$ cat config.mk
export PLATFORM = sky130hd
export DESIGN_NAME = biou_geom
export DESIGN_NICKNAME = d
export VERILOG_FILES = /design/src/biou_pkg.sv /design/src/biou_geom.sv
export SDC_FILE = /design/constraint.sdc
export NUM_CORES = 1
export LEC_CHECK = 0
export CORE_ASPECT_RATIO = 1.75
export CORE_UTILIZATION = 62
export CTS_BUF_LIST = sky130_fd_sc_hd__clkbuf_4
export CTS_CLUSTER_DIAMETER = 150
export CTS_CLUSTER_SIZE = 16
export DETAILED_ROUTE_END_ITERATION = 10
export DONT_BUFFER_PORTS = 1
export GPL_TIMING_DRIVEN = 1
export PLACE_DENSITY_LB_ADDON = 0.1
export SLEW_MARGIN = 5
export SYNTH_ARGS = -nofsm -noshare
export SYNTH_HDL_FRONTEND = slang
export SYNTH_SLANG_ARGS = --single-unit
$ cat constraint.sdc
create_clock -name clk -period 10.8 [get_ports clk]
set_input_delay 3.24 -clock clk [delete_from_list [all_inputs] [get_ports clk]]
set_output_delay 3.24 -clock clk [all_outputs]
set_load 0.03 [all_outputs]
$ cat src/biou_pkg.sv
`timescale 1ns / 1ps

package biou_pkg;

  localparam int COORD_BITS = 12;
  localparam int FRAC_BITS  = 16;
  localparam int SIZE_BITS  = COORD_BITS + 1;
  localparam int AREA_BITS  = 2 * COORD_BITS + 2;
  localparam int RATIO_BITS = FRAC_BITS + 1;

  typedef logic [COORD_BITS-1:0] coord_t;
  typedef logic [SIZE_BITS-1:0]  size_t;
  typedef logic [AREA_BITS-1:0]  area_t;
  typedef logic [RATIO_BITS-1:0] ratio_t;
  typedef logic [FRAC_BITS-1:0]  quo_t;

  localparam size_t  MAX_SIZE  = size_t'(1) << COORD_BITS;
  localparam ratio_t RATIO_ONE = ratio_t'(1) << FRAC_BITS;

  typedef struct packed {
    coord_t first_x;
    coord_t first_y;
    size_t  first_w;
    size_t  first_h;
    coord_t second_x;
    coord_t second_y;
    size_t  second_w;
    size_t  second_h;
  } in_t;

  typedef struct packed {
    logic   overlaps;
    coord_t overlap_x;
    coord_t overlap_y;
    size_t  overlap_w;
    size_t  overlap_h;
    area_t  union_area;
    ratio_t ratio_q16;
  } res_t;

  // Overlap box plus both box areas, out of the geometry stages.
  typedef struct packed {
    logic   overlaps;
    coord_t overlap_x;
    coord_t overlap_y;
    size_t  overlap_w;
    size_t  overlap_h;
    area_t  area_a;
    area_t  area_b;
  } geo_t;

  // Divider operands; the divisor is res.union_area.
  typedef struct packed {
    res_t  res;
    area_t num;
    logic  one;
  } dvd_t;

  // Zero size reads as one pixel, oversize saturates.
  function automatic size_t clamp_size(size_t s);
    size_t r;
    if (s == size_t'(0)) begin
      r = size_t'(1);
    end else if (s > MAX_SIZE) begin
      r = MAX_SIZE;
    end else begin
      r = s;
    end
    return r;
  endfunction

endpackage

$ cat src/biou_geom.sv
`timescale 1ns / 1ps

module biou_geom (
  input  logic          clk,
  input  logic          rst_n,
  input  logic          adv,
  input  logic          in_valid,
  input  biou_pkg::in_t in_data,
  output logic          out_valid,
  output biou_pkg::geo_t out_data
);

  // stage 1: clamped sizes and interval bounds
  logic                  vld1_r;
  biou_pkg::coord_t      lo_x_r, lo_y_r;
  biou_pkg::size_t       hi_x_r, hi_y_r;
  biou_pkg::size_t       aw_r, ah_r, bw_r, bh_r;

  biou_pkg::size_t       aw_nxt, ah_nxt, bw_nxt, bh_nxt;
  biou_pkg::size_t       a_end_x, b_end_x, a_end_y, b_end_y;
  biou_pkg::coord_t      lo_x_nxt, lo_y_nxt;
  biou_pkg::size_t       hi_x_nxt, hi_y_nxt;

  always_comb begin
    aw_nxt   = biou_pkg::clamp_size(in_data.first_w);
    ah_nxt   = biou_pkg::clamp_size(in_data.first_h);
    bw_nxt   = biou_pkg::clamp_size(in_data.second_w);
    bh_nxt   = biou_pkg::clamp_size(in_data.second_h);
    a_end_x  = biou_pkg::size_t'(in_data.first_x) + aw_nxt - biou_pkg::size_t'(1);
    b_end_x  = biou_pkg::size_t'(in_data.second_x) + bw_nxt - biou_pkg::size_t'(1);
    a_end_y  = biou_pkg::size_t'(in_data.first_y) + ah_nxt - biou_pkg::size_t'(1);
    b_end_y  = biou_pkg::size_t'(in_data.second_y) + bh_nxt - biou_pkg::size_t'(1);
    lo_x_nxt = (in_data.first_x > in_data.second_x) ? in_data.first_x : in_data.second_x;
    lo_y_nxt = (in_data.first_y > in_data.second_y) ? in_data.first_y : in_data.second_y;
    hi_x_nxt = (a_end_x < b_end_x) ? a_end_x : b_end_x;
    hi_y_nxt = (a_end_y < b_end_y) ? a_end_y : b_end_y;
  end

  always_ff @(posedge clk) begin
    if (!rst_n) begin
      vld1_r <= 1'b0;
    end else if (adv) begin
      vld1_r <= in_valid;
    end
  end

  always_ff @(posedge clk) begin
    if (adv) begin
      lo_x_r <= lo_x_nxt;
      lo_y_r <= lo_y_nxt;
      hi_x_r <= hi_x_nxt;
      hi_y_r <= hi_y_nxt;
      aw_r   <= aw_nxt;
      ah_r   <= ah_nxt;
      bw_r   <= bw_nxt;
      bh_r   <= bh_nxt;
    end
  end

  // stage 2: overlap box and both areas
  logic           vld2_r;
  biou_pkg::geo_t geo_r;
  biou_pkg::geo_t geo_nxt;
  logic           hit_x, hit_y, hit;

  always_comb begin
    hit_x = biou_pkg::size_t'(lo_x_r) <= hi_x_r;
    hit_y = biou_pkg::size_t'(lo_y_r) <= hi_y_r;
    hit   = hit_x && hit_y;
    geo_nxt.overlaps = hit;
    if (hit) begin
      geo_nxt.overlap_x = lo_x_r;
      geo_nxt.overlap_y = lo_y_r;
      geo_nxt.overlap_w = hi_x_r - biou_pkg::size_t'(lo_x_r) + biou_pkg::size_t'(1);
      geo_nxt.overlap_h = hi_y_r - biou_pkg::size_t'(lo_y_r) + biou_pkg::size_t'(1);
    end else begin
      geo_nxt.overlap_x = '0;
      geo_nxt.overlap_y = '0;
      geo_nxt.overlap_w = '0;
      geo_nxt.overlap_h = '0;
    end
    geo_nxt.area_a = biou_pkg::area_t'(aw_r) * biou_pkg::area_t'(ah_r);
    geo_nxt.area_b = biou_pkg::area_t'(bw_r) * biou_pkg::area_t'(bh_r);
  end

  always_ff @(posedge clk) begin
    if (!rst_n) begin
      vld2_r <= 1'b0;
    end else if (adv) begin
      vld2_r <= vld1_r;
    end
  end

  always_ff @(posedge clk) begin
    if (adv) begin
      geo_r <= geo_nxt;
    end
  end

  assign out_valid = vld2_r;
  assign out_data  = geo_r;

endmodule

==> impl_metrics.csv, run 1 <==
group,metric,value,unit
logic_synthesis,synth-seq-area-share,0.247,
pwr,power_density,307,nW/um2
sta,hold_viol,0,
die,die_area,41300,um2
worst_setup_path,r2r_cells,17,
grt,gr-max-usage-layer,"met2",
finish,layout-drive-gt1-share,0.0249,
finish,post-route-util,0.642,
drt,drt-initial-drc-count,765,
sta,worst_slew_pin_slew,0.855,ns
logic_synthesis,synth_warnings,0,
drt,antenna_left,0,
sta,fin_ws,3.50,ns
clock_tree,cts-htree-levels,1,
grt,grt_pass1_wl,94800,um
drt,drt-total-wl,58900,um
placement,globalplace.congestion,0.962,
placement,hpwl,47800,um
grt,use_met2,0.554,
die,ioPinCount,208,
worst_setup_path,cp-start-kind,"primary input",
worst_setup_path,slowest_stage,"a21oi_1",
worst_setup_path,worst_ep_arrival_time,7.83,ns
worst_setup_path,worstReg2RegEnd,"out_data[25]",
worst_setup_path,end_kind,"register",
logic_synthesis,synth_area_per_cell,9.45,um2
sta,rsz0062_at_grt,"false",
logic_synthesis,synth_cell_types,72,
grt,use_met1,0.324,
die,die_w,154,um
worst_setup_path,rr_startpoint,"bh_r[7]",
sta,period_share,0.676,
min_path,min_path_cells,2,
logic_synthesis,ys_top_cells_by_area,"edfxtp_1 (25%), fa_1 (20%), ha_1 (17%)",
logic_synthesis,synth_seq_cells,207,
clock_tree,ctsResizeCount,0,
min_path,hold_class,"register to register",
worst_setup_path,r2r_setup_slack,5.17,ns
sta,finClkSkew,0.0987,ns
clock_tree,numCtsBuffers,16,
job,maxCapViolCount,0,
worst_setup_path,path_cells,"nor4_1, a31oi_1, or2_2, ha_1, inv_1, ha_1, inv_1, fa_1, nor2b_1, o31a_1, o31ai_1, a211o_1, o311a_1, ha_1, a21o_1, a21oi_1, o21ai_0, a21oi_1, buf_4, mux2_2",
clock_tree,postCtsSetupBuffers,0,
logic_synthesis,yosysTopAreaCell,"edfxtp_1",
pwr,ir_drop,0.000213,V
outcome,status,"completed",
logic_synthesis,async_flop_share,0,
worst_setup_path,critical-path-top-delay-family,"compound AO/OA/AOI/OAI gates",
worst_setup_path,cp_max_fo,7,
worst_setup_path,critical_path_buf_inv_count,3,
clock_tree,clk_latency,0.75,ns
grt,groute.layer.met3.usage,0.0353,
min_path,hold_path_end,"out_valid",
finish,final_common_cell,"inv_1",
worst_setup_path,critPathRequiredTime,11.33,ns
grt,gr-total-overflow,0,
worst_setup_path,path_class,"primary input to register",
pwr,p_leak,13.0,nW
worst_setup_path,critPathMaxStageDelay,0.59,ns
sta,max_freq,137,MHz
worst_setup_path,critPathLaunch,"in_data[1]",
clock_tree,cts-root-buf,"clkbuf_4",
placement,dp_slack,2.83,ns
grt,grt_start_max_net_pins,208,
drt,vias,17836,
finish,syn_to_final_growth,2.16,%
logic_synthesis,synth_edf_count,205,
logic_synthesis,syn_inst,2657,
logic_synthesis,synth_area,25100,um2
clock_tree,clock_sink_count,207,
grt,grt_util_all_layers,0.294,
clock_tree,cts_buffer_depth,3,
placement,port_buffers,0,
finish,final_cell_mix,"inv_1 (623), ha_1 (346), fa_1 (250)",
sta,holdWs,0.555,ns
die,core_region_area,39900,um2
worst_setup_path,crit_path_frequent_cell,"ha_1",
grt,antenna_found_initial,2,
drt,drcViolationCount,0,
drt,firstDrtPassIters,5,
sta,fin_crit,7.30,ns
logic_synthesis,synth.top_cell.area_share,0.245,
sta,slew_headroom,0.425,
sta,maxSlewViolCount,0,
clock_tree,cts_tree,"built",
die,num_rows,97,
clock_tree,path_clk_slew,0.19,ns
sta,setup_tns,0,ns
min_path,min_from,"vld1_r",
clock_tree,postCtsHoldBufs,0,
drt,vias_per_cell,5.74,
finish,nets,3304,
die,die_h,268,um
logic_synthesis,synth_nets,3357,
sta,setup_viol,0,
die,initial_core_util,0.629,
logic_synthesis,synth_flop_cell,"edfxtp_1",
drt,wl_per_cell,19.0,um
grt,grt_pass1_vias,18982,
[state kept, by name, indices dropped and copies added, names as in the netlist]
name       flops
bh_r          13
hi_x_r        13
aw_r          13
hi_y_r        13
bw_r          13
lo_x_r        12
out_valid      1
ah_r          13
lo_y_r        12
vld1_r         1
out_data     103
[synth_stat cells, drive strengths merged, types with 4 or more instances]
cell type  count
a211oi        21
a21boi         5
a21o          50
a21oi         92
a221oi         6
a31oi         15
and2         169
and3           7
and4           4
buf            5
clkbuf        71
edfxtp       205
fa           250
ha           346
inv          623
mux2          14
mux2i         38
nand2        227
nand2b        55
nand3         20
nand3b         4
nand4         19
nor2         106
nor2b         19
nor3          29
nor4          11
o211ai        12
o21a          19
o21ai         58
o21bai         7
o311ai         4
o31a           4
o31ai          6
o41ai          5
or2            9
xnor2         52
xor2          31
[final cells by class]
type	count	area, um2
inverters	623	2340
multi-input cells	1751	16300
fillers	3304	14300
diodes	1	2.50
clock buffers	23	173
repair buffers	5	37.5
flip-flops and latches	207	6200
well taps	495	619
[report_power, final]
part | internal [W] | switching [W]
Combinational | 0.00238 | 0.00314
Sequential | 0.00147 | 0.000522
Clock | 0.0000962 | 0.000257
[worst max-delay path by stage]
stage                      end  cells past startpoint
finish              hi_y_r[10]                     20
global route        hi_y_r[10]                     20
CTS                 hi_y_r[10]                     20
detailed placement   hi_y_r[7]                     20
global placement    hi_y_r[10]                     20
floorplan           hi_x_r[10]                     21
[metrics by stage]
| step | instances | total power (W) | area [um2] |
|---|---|---|---|
| global route | 3105 | 0.00871 | 25600 |
| detailed placement | 3081 | 0.00751 | 25500 |
| floorplan | 2657 | 0.00631 | 25100 |
| global placement | 3081 | 0.00735 | 25500 |
| CTS | 3104 | 0.00790 | 25600 |
| finish | 3105 | 0.00786 | 25600 |
[worst min-delay path: stages (launching register included)]
cell     delay [ns]
dfxtp_1        0.34
mux2i_1        0.13
nor2b_1        0.06
[metal layers]
metal | part of all wire | routed length (um)
met5 | 0.00019 | 11
met1 | 0.38 | 22300
met4 | 0.050 | 2920
met3 | 0.044 | 2620
met2 | 0.53 | 31100
[logic make-up after synthesis]
logic type	after synthesis	synth area share
multiplexers	52	0.0214
XOR/XNOR	83	0.0290
flip-flops	207	0.247
adder cells (fa/ha/maj)	596	0.372
buffers and inverters	699	0.105
AND/OR/NAND/NOR	694	0.140
AO/OA/AOI/OAI	326	0.0864
No activity file was read; power rests on OpenSTA's default activity.
==> run 2, diff against run 1 <==
==> constraint.sdc (replaced) <==
create_clock -name clk -period 6.92 [get_ports clk]
set_input_delay 2.076 -clock clk [delete_from_list [all_inputs] [get_ports clk]]
set_output_delay 2.076 -clock clk [all_outputs]
set_load 0.03 [all_outputs]
==> impl_metrics.csv, run 2 (same netlist as run 1, synthesis figures left out) <==
group,metric,value,unit
worst_setup_path,critPathMaxStageDelay,0.40,ns
worst_setup_path,path_class,"primary input to register",
grt,antenna_found_initial,1,
drt,firstDrtPassIters,5,
grt,grt_start_max_net_pins,208,
clock_tree,clock_sink_count,207,
finish,postLayoutCellArea,25700,um2
sta,fin_ws,1.23,ns
drt,drt-total-wl,58900,um
clock_tree,ctsResizeCount,0,
placement,globalplace.congestion,0.898,
pwr,p_leak,13.0,nW
drt,vias_per_cell,5.68,
placement,port_buffers,0,
sta,max_freq,176,MHz
grt,grt_pass1_vias,18603,
clock_tree,cts-root-buf,"clkbuf_4",
clock_tree,cts_buffer_depth,3,
drt,dr_wl_met3,1990,um
clock_tree,clk_latency,0.74,ns
finish,nets,3307,
drt,wl_met1,22800,um
worst_setup_path,setup.worst_path.end,"hi_x_r[4]",
die,die_h,268,um
worst_setup_path,cp-start-kind,"primary input",
worst_setup_path,r2r_setup_slack,1.28,ns
placement,hpwl,47700,um
sta,fin_crit,5.69,ns
job,maxCapViolCount,0,
drt,drt-initial-drc-count,659,
sta,period_share,0.823,
clock_tree,cts_tree,"built",
clock_tree,postCtsHoldBufs,0,
worst_setup_path,end_kind,"register",
die,num_rows,97,
worst_setup_path,cp_max_fo,6,
finish,final_common_cell,"inv_1",
worst_setup_path,rr_startpoint,"ah_r[4]",
grt,grt_util_all_layers,0.294,
drt,highest_layer,"met4",
drt,antenna_left,0,
worst_setup_path,r2r_cells,16,
worst_setup_path,slowest_stage,"fa_1",
die,core_region_area,39900,um2
min_path,hold_class,"register to register",
clock_tree,path_clk_slew,0.17,ns
worst_setup_path,critPathRequiredTime,7.40,ns
clock_tree,numCtsBuffers,16,
sta,setup_tns,0,ns
drt,drcViolationCount,0,
pwr,ir_drop,0.000418,V
grt,gr-total-overflow,0,
sta,setup_viol,0,
finish,post-route-util,0.643,
sta,hold_viol,0,
grt,grt_pass1_wl,94300,um
outcome,status,"completed",
die,die_area,41300,um2
sta,finClkSkew,0.0592,ns
finish,largest_reg_flops,103,
sta,maxSlewViolCount,0,
worst_setup_path,path_cells,"nor4_1, a31oi_1, or2_2, ha_1, inv_1, ha_1, inv_1, fa_1, nor2b_1, o31a_1, o31ai_2, and4_1, or3_1, inv_1, ha_1, a21o_1, a21oi_1, o21ai_0, a21oi_1, buf_4, mux2_2",
pwr,power_density,480,nW/um2
die,die_w,154,um
clock_tree,postCtsSetupBuffers,0,
worst_setup_path,critPathLaunch,"in_data[14]",
placement,postPlaceCellArea,25500,um2
worst_setup_path,worstReg2RegEnd,"out_data[47]",
drt,vias,17663,
drt,route.met2.wl,31800,um
sta,rsz0062_at_grt,"false",
die,initial_core_util,0.629,
clock_tree,cts-htree-levels,1,
worst_setup_path,worst_ep_arrival_time,6.18,ns
finish,layout-drive-gt1-share,0.0260,
finish,syn_to_final_growth,2.25,%
finish,final_cell_mix,"inv_1 (623), ha_1 (346), fa_1 (250)",
sta,worst_slew_pin_slew,0.935,ns
sta,slew_headroom,0.376,
die,ioPinCount,208,
drt,wl_per_cell,19.0,um
placement,dp_slack,0.479,ns
[run 2: layer usage]
layer | global-route usage | vias up
met2 | 0.569 | 425
met3 | 0.0284 | 111
met5 | 0 | -
met1 | 0.324 | 8713
li1 | - | 8414
met4 | 0.125 | 0
[run 2: worst min path at each step]
stage | start | end | depth (start not counted)
global placement | vld1_r | vld1_r | 2
detailed placement | vld1_r | vld1_r | 2
global route | vld1_r | vld1_r | 2
CTS | vld1_r | vld1_r | 2
finish | vld1_r | vld1_r | 2
floorplan | vld1_r | vld1_r | 2
[run 2: layout make-up]
class / instances / area (um2)
Fill cell: 3340 / 14300
Multi-Input combinational cell: 1751 / 16300
Timing Repair Buffer: 8 / 60.1
Clock buffer: 23 / 173
Tap cell: 495 / 619
Sequential cell: 207 / 6200
Antenna cell: 1 / 2.50
Inverter: 623 / 2340
[run 2: power by group]
group	leakage [nW]	internal, W	total, W	switching, W
combinational	10.9	0.00373	0.00864	0.00492
sequential	2.04	0.00230	0.00311	0.000817
clock	0.106	0.000150	0.000556	0.000406
[run 2: through the flow]
| step | power, W | instances | hold slack [ns] |
|---|---|---|---|
| floorplan | 0.00985 | 2657 | 0.482 |
| finish | 0.0123 | 3108 | 0.544 |
| global placement | 0.0115 | 3084 | 0.499 |
| CTS | 0.0124 | 3107 | 0.550 |
| global route | 0.0136 | 3108 | 0.580 |
| detailed placement | 0.0117 | 3084 | 0.528 |
[run 2: worst max-delay path, delay by kind of cell]
kind                       cells  cell delay [ns]
AOI/OAI and AO/OA              7             1.02
adders and majority gates      4             1.00
buffers and inverters          4             0.41
muxes                          1             0.34
and+or+nand+nor                5             1.33
==> run 3, diff against run 2 <==
--- a/config.mk
+++ b/config.mk
@@ -6,7 +6,7 @@
 export NUM_CORES = 1
 export LEC_CHECK = 0
 export CORE_ASPECT_RATIO = 1.75
-export CORE_UTILIZATION = 62
+export CORE_UTILIZATION = 61
 export CTS_BUF_LIST = sky130_fd_sc_hd__clkbuf_4
 export CTS_CLUSTER_DIAMETER = 150
 export CTS_CLUSTER_SIZE = 16
==> constraint.sdc (replaced) <==
create_clock -name clk -period 5.2 [get_ports clk]
set_input_delay 1.56 -clock clk [delete_from_list [all_inputs] [get_ports clk]]
set_output_delay 1.56 -clock clk [all_outputs]
set_load 0.03 [all_outputs]
==> impl_metrics.csv, run 3 (same netlist as run 1, synthesis figures left out) <==
group,metric,value,unit
drt,drt-initial-drc-count,757,
min_path,min_path_cells,2,
drt,wl_per_cell,18.2,um
die,die_h,270,um
pwr,power,0.0195,W
drt,vias_per_cell,5.49,
pwr,p_leak,14.2,nW
finish,final_cell_mix,"inv_1 (615), ha_1 (329), fa_1 (244)",
pwr,p_int,0.0103,W
worst_setup_path,worst_ep_arrival_time,5.79,ns
worst_setup_path,critPathMaxStageDelay,0.53,ns
finish,largest_reg_flops,103,
clock_tree,cts_buffer_depth,3,
pwr,sw_frac_of_total,0.472,
drt,drt-total-wl,61400,um
finish,stdcell_count,3378,
worst_setup_path,end_kind,"register",
min_path,hold_path_end,"vld1_r",
outcome,status,"finished with violations",
worst_setup_path,path_cells,"buf_6, and2_4, fa_1, inv_1, fa_1, inv_1, fa_1, fa_1, inv_1, fa_1, inv_2, ha_4, o211ai_1, o211ai_1, a221oi_4, o311ai_1, o211ai_1, xnor2_1",
sta,rsz0062_at_grt,"true",
pwr,p_clk_frac,0.040,
grt,grt_start_max_net_pins,208,
sta,fin_crit,5.34,ns
placement,dp_cells,3318,
outcome,violations,"negative setup slack",
worst_setup_path,r2r_cells,18,
worst_setup_path,cp-start-kind,"register",
drt,vias,18555,
clock_tree,cts-root-buf,"clkbuf_4",
finish,nets,3518,
grt,grt_pass1_wl,99100,um
finish,syn_to_final_growth,11.3,%
clock_tree,cts_tree,"built",
placement,port_buffers,0,
worst_setup_path,rr_startpoint,"bw_r[7]",
sta,worst_slew_pin_slew,1.03,ns
clock_tree,cts-htree-levels,1,
clock_tree,clk_latency,0.76,ns
die,die_w,155,um
worst_setup_path,critical_path_buf_inv_count,5,
grt,grt_util_all_layers,0.302,
sta,finClkSkew,0.0804,ns
grt,antenna_found_initial,2,
die,core_region_area,40700,um2
min_path,min_from,"vld1_r",
drt,firstDrtPassIters,5,
pwr,p_switching,0.00920,W
clock_tree,numCtsBuffers,16,
die,ioPinCount,208,
sta,fin_ws,-0.143,ns
worst_setup_path,worstReg2RegEnd,"out_data[22]",
sta,maxSlewViolCount,0,
clock_tree,path_clk_slew,0.18,ns
pwr,power_frac_seq,0.209,
worst_setup_path,cp_max_fo,4,
pwr,power_density,697,nW/um2
finish,layout-drive-gt1-share,0.129,
drt,drcViolationCount,0,
worst_setup_path,path_class,"register to register",
die,num_rows,98,
job,maxCapViolCount,0,
grt,gr-total-overflow,0,
sta,slew_headroom,0.311,
clock_tree,clock_sink_count,207,
die,initial_core_util,0.617,
pwr,comb_power_share,0.752,
worst_setup_path,r2r_setup_slack,-0.14,ns
worst_setup_path,critical-path-top-delay-family,"adder cells",
placement,hpwl,50900,um
clock_tree,postCtsHoldBufs,0,
finish,final_common_cell,"inv_1",
worst_setup_path,crit_path_frequent_cell,"fa_1",
drt,antenna_left,0,
placement,globalplace.congestion,0.964,
die,die_area,42000,um2
pwr,ir_drop,0.000687,V
sta,period_share,1.03,
placement,dp_slack,-0.353,ns
worst_setup_path,slowest_stage,"edfxtp_1",
sta,hold_viol,0,
sta,setup_viol,4,
sta,max_freq,187,MHz
worst_setup_path,critPathRequiredTime,5.65,ns
grt,grt_pass1_vias,19822,
min_path,hold_class,"register to register",
-- run 3: worst min-delay path, stage by stage (launching register included) --
cell and delay [ns]:
dfxtp_1 0.34, mux2i_1 0.12, nor2b_1 0.06
-- run 3: worst max-delay path by stage --
| stage | startpoint | to | slack, ns | cells after the start |
|---|---|---|---|---|
| final | bw_r[7] | out_data[22] | -0.14 | 18 |
| after global routing | bw_r[7] | out_data[22] | -0.25 | 18 |
| after floorplan | in_data[17] | hi_x_r[10] | -0.13 | 21 |
| after detailed placement | in_data[14] | hi_x_r[4] | -0.35 | 21 |
| after CTS | bw_r[7] | out_data[18] | -0.08 | 18 |
| after global placement | in_data[71] | hi_x_r[12] | -0.24 | 19 |
-- run 3: power groups by stage --
stage / Sequential, W / Combinational [W] / Clock [W]
3_5_place_dp: 0.00411 / 0.0131 / 0
3_3_place_gp: 0.00412 / 0.0128 / 0
5_1_grt: 0.00412 / 0.0165 / 0.000834
2_1_floorplan: 0.00393 / 0.00925 / 0
6_report: 0.00406 / 0.0146 / 0.000770
4_1_cts: 0.00408 / 0.0138 / 0.000795
-- run 3: layer usage --
metal | vias to the layer above | track usage | wire, um
li1 | 8847 | - | -
met2 | 441 | 0.573 | 33200
met3 | 143 | 0.0306 | 2030
met4 | 0 | 0.152 | 3290
met1 | 9124 | 0.327 | 22900
met5 | - | 0 | 0
-- run 3: final cells by class --
| cell class | count | area (um2) |
|---|---|---|
| multi-input cells | 1751 | 16800 |
| flip-flops and latches | 207 | 6200 |
| fillers | 3246 | 12800 |
| diodes | 4 | 10.0 |
| inverters | 623 | 2340 |
| repair buffers | 219 | 1740 |
| clock buffers | 24 | 180 |
| well taps | 550 | 688 |
-- run 3: stage by stage --
step	util	hold WS [ns]	instance area [um2]	setup TNS, ns
finish	0.686	0.550	27900	-0.309
global route	0.686	0.581	27900	-1.68
CTS	0.676	0.552	27500	-0.239
detailed placement	0.666	0.530	27100	-6.81
global placement	0.666	0.504	27100	-3.30
floorplan	-	0.482	25300	-0.781
-- run 3: repair_timing --
| action | in CTS | in global routing |
|---|---|---|
| endpoints found under the hold margin | 0 | 0 |
| pin swaps | 17 | 36 |
| buffers inserted | 11 | 21 |
| setup endpoints to repair | 13 | 25 |
| resized for setup | 25 | 70 |
